===== config.mk =====
export PLATFORM = sky130hd
export DESIGN_NAME = s2lab_lab
export DESIGN_NICKNAME = d
export VERILOG_FILES = /design/src/design/s2lab_pkg.sv /design/src/design/s2lab_lab.sv
export SDC_FILE = /design/constraint.sdc
export NUM_CORES = 1
export LEC_CHECK = 0
export BUFFER_PORTS_ARGS = -buffer_cell sky130_fd_sc_hd__buf_2
export CAP_MARGIN = 20
export CORE_ASPECT_RATIO = 1.1
export CORE_MARGIN = 1.5
export CORE_UTILIZATION = 57
export CTS_CLUSTER_DIAMETER = 50
export DETAILED_ROUTE_END_ITERATION = 8
export PLACE_DENSITY = 0.86
export SLEW_MARGIN = 25
export SYNTH_ARGS = -nofsm -noshare
export SYNTH_HDL_FRONTEND = slang
export SYNTH_SLANG_ARGS = --single-unit
export TNS_END_PERCENT = 1

===== constraint.sdc =====
create_clock -name clk -period 11.7 [get_ports clk]
set_input_delay 2.34 -clock clk [delete_from_list [all_inputs] [get_ports clk]]
set_output_delay 2.34 -clock clk [all_outputs]
set_load 0.03 [all_outputs]

===== src/design/s2lab_pkg.sv =====
// Shared widths, matrix coefficients and the sRGB linearization table for the sRGB to CIELAB pipe.
package s2lab_pkg;

  localparam int FRAC_BITS_DEF = 8;
  localparam int CBRT_TABLE_BITS_DEF = 10;

  // Linear channel and normalized XYZ are unsigned Q24, one included.
  localparam int LIN_Q = 24;
  localparam int LIN_W = LIN_Q + 1;

  // Matrix coefficients and f values are Q20.
  localparam int F_Q = 20;
  localparam int F_W = F_Q + 1;
  localparam int COEF_W = 20;

  typedef logic [COEF_W-1:0] coef_t;
  typedef logic [LIN_W-1:0] lin_tab_t [256];

  // Row-major sRGB to XYZ matrix with the D65 white folded in, rounded to Q20.
  localparam coef_t COEF [9] = '{
    COEF_W'(((64'd4124564 << 20) + 64'd4752350) / 64'd9504700),
    COEF_W'(((64'd3575761 << 20) + 64'd4752350) / 64'd9504700),
    COEF_W'(((64'd1804375 << 20) + 64'd4752350) / 64'd9504700),
    COEF_W'(((64'd2126729 << 20) + 64'd5000000) / 64'd10000000),
    COEF_W'(((64'd7151522 << 20) + 64'd5000000) / 64'd10000000),
    COEF_W'(((64'd721750 << 20) + 64'd5000000) / 64'd10000000),
    COEF_W'(((64'd193339 << 20) + 64'd5444150) / 64'd10888300),
    COEF_W'(((64'd1191920 << 20) + 64'd5444150) / 64'd10888300),
    COEF_W'(((64'd9503041 << 20) + 64'd5444150) / 64'd10888300)
  };

  // Fifth power of a Q30 value with truncation after every product.
  function automatic logic [63:0] pow5_q30(input logic [63:0] r);
    logic [63:0] p;
    p = (r * r) >> 30;
    p = (p * r) >> 30;
    p = (p * r) >> 30;
    p = (p * r) >> 30;
    return p;
  endfunction

  // One entry of the sRGB decoding curve in Q24.
  function automatic logic [LIN_W-1:0] lin_entry(input int unsigned c);
    logic [63:0] tq;
    logic [63:0] t2;
    logic [63:0] lo;
    logic [63:0] hi;
    logic [63:0] mid;
    logic [63:0] x;
    if (c <= 10) begin
      return LIN_W'((((64'(c) * 64'd100) << LIN_Q) + 64'd164730) / 64'd329460);
    end
    tq = (((64'(c) * 64'd1000 + 64'd14025) << 30) + 64'd134512) / 64'd269025;
    t2 = (tq * tq + (64'd1 << 29)) >> 30;
    lo = 64'd0;
    hi = 64'd1 << 30;
    while (lo < hi) begin
      mid = (lo + hi + 64'd1) >> 1;
      if (pow5_q30(mid) <= t2) lo = mid;
      else hi = mid - 64'd1;
    end
    x = (t2 * lo) >> 30;
    return LIN_W'((x + 64'd32) >> 6);
  endfunction

  function automatic lin_tab_t build_lin_tab();
    lin_tab_t tab;
    for (int k = 0; k < 256; k++) begin
      tab[k] = lin_entry(k);
    end
    return tab;
  endfunction

  localparam lin_tab_t LIN_TAB = build_lin_tab();

endpackage


===== src/design/s2lab_lab.sv =====
// Two stages that form L, a and b from the f values, then round and saturate into the output registers.
module s2lab_lab #(
  parameter int FRAC_BITS = s2lab_pkg::FRAC_BITS_DEF
) (
  input  logic                          clk,
  input  logic                          en,
  input  logic [s2lab_pkg::F_W-1:0]     fx,
  input  logic [s2lab_pkg::F_W-1:0]     fy,
  input  logic [s2lab_pkg::F_W-1:0]     fz,
  output logic [14:0]                   lightness,
  output logic signed [15:0]            green_red,
  output logic signed [15:0]            blue_yellow
);

  localparam int FW = s2lab_pkg::F_W;
  localparam int RAW_W = 32;
  localparam int RSH = s2lab_pkg::F_Q - FRAC_BITS;
  localparam logic [RAW_W-1:0] HALF = RAW_W'(1) << (RSH - 1);
  localparam logic signed [RAW_W-1:0] L_OFFSET = RAW_W'(16) << s2lab_pkg::F_Q;
  localparam logic signed [RAW_W-1:0] K116 = 116;
  localparam logic signed [RAW_W-1:0] K500 = 500;
  localparam logic signed [RAW_W-1:0] K200 = 200;
  localparam int LMAX_FULL = 100 << FRAC_BITS;
  localparam int LMAX_INT = (LMAX_FULL > 32767) ? 32767 : LMAX_FULL;
  localparam logic signed [RAW_W-1:0] LMAX = RAW_W'(LMAX_INT);
  localparam logic signed [RAW_W-1:0] S16_MAX = 32767;
  localparam logic signed [RAW_W-1:0] S16_MIN = -32768;

  // Rounds half away from zero.
  function automatic logic signed [RAW_W-1:0] round_shift(input logic signed [RAW_W-1:0] v);
    logic [RAW_W-1:0] mag;
    logic [RAW_W-1:0] r;
    mag = v[RAW_W-1] ? RAW_W'(-v) : RAW_W'(v);
    r = (mag + HALF) >> RSH;
    return v[RAW_W-1] ? -$signed(r) : $signed(r);
  endfunction

  function automatic logic signed [15:0] sat16(input logic signed [RAW_W-1:0] v);
    if (v > S16_MAX) return 16'sh7FFF;
    if (v < S16_MIN) return 16'sh8000;
    return v[15:0];
  endfunction

  logic signed [RAW_W-1:0] fx_s;
  logic signed [RAW_W-1:0] fy_s;
  logic signed [RAW_W-1:0] fz_s;
  logic signed [RAW_W-1:0] l_raw;
  logic signed [RAW_W-1:0] a_raw;
  logic signed [RAW_W-1:0] b_raw;
  logic signed [RAW_W-1:0] l_rnd;
  logic signed [RAW_W-1:0] a_rnd;
  logic signed [RAW_W-1:0] b_rnd;

  assign fx_s = $signed({{(RAW_W - FW){1'b0}}, fx});
  assign fy_s = $signed({{(RAW_W - FW){1'b0}}, fy});
  assign fz_s = $signed({{(RAW_W - FW){1'b0}}, fz});

  always_ff @(posedge clk) begin
    if (en) begin
      l_raw <= fy_s * K116 - L_OFFSET;
      a_raw <= (fx_s - fy_s) * K500;
      b_raw <= (fy_s - fz_s) * K200;
    end
  end

  assign l_rnd = round_shift(l_raw);
  assign a_rnd = round_shift(a_raw);
  assign b_rnd = round_shift(b_raw);

  always_ff @(posedge clk) begin
    if (en) begin
      if (l_rnd < 0) begin
        lightness <= '0;
      end else if (l_rnd > LMAX) begin
        lightness <= LMAX[14:0];
      end else begin
        lightness <= l_rnd[14:0];
      end
      green_red <= sat16(a_rnd);
      blue_yellow <= sat16(b_rnd);
    end
  end

endmodule


==> metrics <==
worst hold stages=2; Worst path slowest cell=xnor2_1; total gr overflow=0; kind of end point of the critical path=flip-flop; FFs w/ async S/R, synth=0%; die height=200 um; Clock Path Buffers=2; CTS clk-pin slew, worst paths=0.06 ns; vias per cell=5.80; Initial Util=58.3%; Synth area leader=edfxtp_1; # nets final=2794; FF-to-FF path depth=17; Final min period=9.81 ns; area fraction of the dominant cell type after synthesis=19.7%; Worst slew margin=28.6%; antenna viol nets, final=0; starting DRC count in detailed routing=1096; Synth Flop Type=edfxtp_1; Crit Path Class=input pin to flip-flop; setup tns final=0 ns; # diodes=0; Root Driver=clkbuf_16; Hold Buf Count CTS=0; Clk Latency, worst-skew pair=0.44 ns; die width=182 um; Area contributors post-synth=edfxtp_1 20%, ha_1 15%, fa_1 14%, xnor2_1 8.1%, inv_1 6.9%; status=finished, final reports clean; Syn Inst Count=2280; clock sink total=132; commonest non-fill, non-tap cell in the layout=inv_1; largest net degree at the start of global routing=87; worst min path class=flip-flop to flip-flop; startpoint types=input pin; period utilization=83.8%; DRC=0; cts bufs inserted=17; most frequent cells in the layout=371 x inv_1, 244 x ha_1, 185 x xnor2_1; Worst R2R Start=l_raw[6]; WL final=42.4 mm; Slew @ Worst Pin=1.07 ns; drt first pass iters=5; vias in the first global route=15500; endpoints failing setup=0; crit path DAT=10.00 ns; Fin. Hold Viols=0; PortBufs=111; # Post-CTS Setup Buffers=0; Filler Cell Count=2746; placed insts=2764; Distinct cells, synth=86; IO Count=112; cts repair resizes=0; Total GRT Usage=23.8%; Die Area=36400 um^2; Seq/Total Area, Yosys=19.7%; area of the mapped netlist=20100 um^2; routed len/inst=15.2 um; WP data required=11.89 ns; RSZ-0062 raised after global routing=false; CTS tree=yes; row cnt=71; H-Tree Depth=4; Post-synth EDFFs=132; initial antenna violation count=0; Final Max Slew Viols=0; Avg Cell Area, Syn=8.81 um^2; Placed Area=20900 um^2; Yosys warning total=0; RePlAce Congestion=0.926; layout cells sized above 1=8.40%; worst stage delay on the critical path=0.62 ns; r2r setup slk=5.65 ns; post-route cell area=21600 um^2; post-DP HPWL=34.8 mm; first-pass GRT wire length=71.5 mm; fin cells=2796; Layout area overhead=7.46%; Seq cells post-synth=132; Worst Path Max Fanout=6; fmax=102 MHz; max-capacitance violation count=0; hold endpoint=blue_yellow[7]; via count=16200; Worst R2R End=lightness[10]; Hold Startpoint=b_raw[19]; Setup Skew=0.00622 ns; core footprint=34500 um^2
worst max-delay path, delay by kind of cell:
kind | cells | cell delay [ns]
AND/OR/NAND/NOR | 4 | 0.47
XOR/XNOR | 2 | 0.78
AO/OA/AOI/OAI | 12 | 3.06
buffers and inverters | 4 | 0.24
adder cells (fa/ha/maj) | 7 | 3.12
metrics by stage:
stage                     util (%)  hold slack (ns)  setup WS [ns]
after floorplan                  -            0.851           2.70
after global placement        60.8            0.891           2.02
after detailed placement      60.8            0.866           1.66
after CTS                     62.6            0.902           2.05
after global routing          62.6            0.996           1.41
final                         62.6            0.936           1.89
state kept, by name, indices dropped and copies added, names as in the netlist:
signal	cells
b_raw	28
lightness	15
a_raw	30
blue_yellow	16
l_raw	27
green_red	16
worst max-delay path by stage:
| stage | endpoint | depth (start not counted) | slack [ns] | start |
|---|---|---|---|---|
| 3_5_place_dp | a_raw[29] | 29 | 1.66 | fx[0] |
| 4_1_cts | a_raw[29] | 29 | 2.05 | fx[0] |
| 3_3_place_gp | a_raw[27] | 29 | 2.02 | fx[0] |
| 6_report | a_raw[29] | 29 | 1.89 | fx[0] |
| 2_1_floorplan | a_raw[27] | 28 | 2.70 | fx[0] |
| 5_1_grt | a_raw[29] | 29 | 1.41 | fx[0] |
cell type report:
| cell class | instances | area [um^2] | area share, % |
|---|---|---|---|
| Clock buffer | 17 | 425 | 1.97 |
| Clock inverter | 15 | 205 | 0.951 |
| Inverter | 371 | 1390 | 6.45 |
| Multi-Input combinational cell | 1707 | 14500 | 67.0 |
| Sequential cell | 132 | 3960 | 18.4 |
| Tap cell | 438 | 548 | 2.54 |
| Timing Repair Buffer | 116 | 596 | 2.76 |
synth_stat cells (9+ instances only):
master	number
nand2_1	127
clkbuf_1	51
o21bai_1	14
nor2_1	127
a41oi_1	10
nand4_1	14
a21o_1	21
o211ai_1	16
o31ai_1	27
or3_1	36
a31oi_1	25
fa_1	140
a21oi_1	105
edfxtp_1	132
nand3b_1	9
nor4_1	16
o21a_1	19
xor2_1	69
nor3_1	62
o21ai_1	29
ha_1	244
and2_1	16
xnor2_1	185
inv_1	371
nor2b_1	17
o41ai_1	11
or4_1	17
or2_2	22
and3_1	23
a211oi_1	14
nand2b_1	21
nand3_1	42
buf_2	9
o21ai_0	86
mux2i_1	13
buf_1	9
routing by layer:
metal,global-route usage [%],up-vias,part of all wire [%]
met5,0,-,0
met2,39.9,474,47
met1,32.0,7636,46
met3,3.08,64,5.3
met4,7.77,0,2.2
li1,-,8055,-
logic make-up (layout without fill, tap and decap cells):
group                    count (synthesis)  after routing  synth area share, %
flip-flops                             132            132                 19.7
buffers and inverters                  442            519                 8.36
adder cells (fa/ha/maj)                386            386                 29.2
other                                    1              2               0.0187
XOR/XNOR                               254            254                 11.1
AND/OR/NAND/NOR                        582            582                 14.9
AO/OA/AOI/OAI                          468            468                 15.9
multiplexers                            15             15                0.760
Power is not shown: default switching activity piles up to over one toggle a cycle in this logic, so the estimate is an artifact.
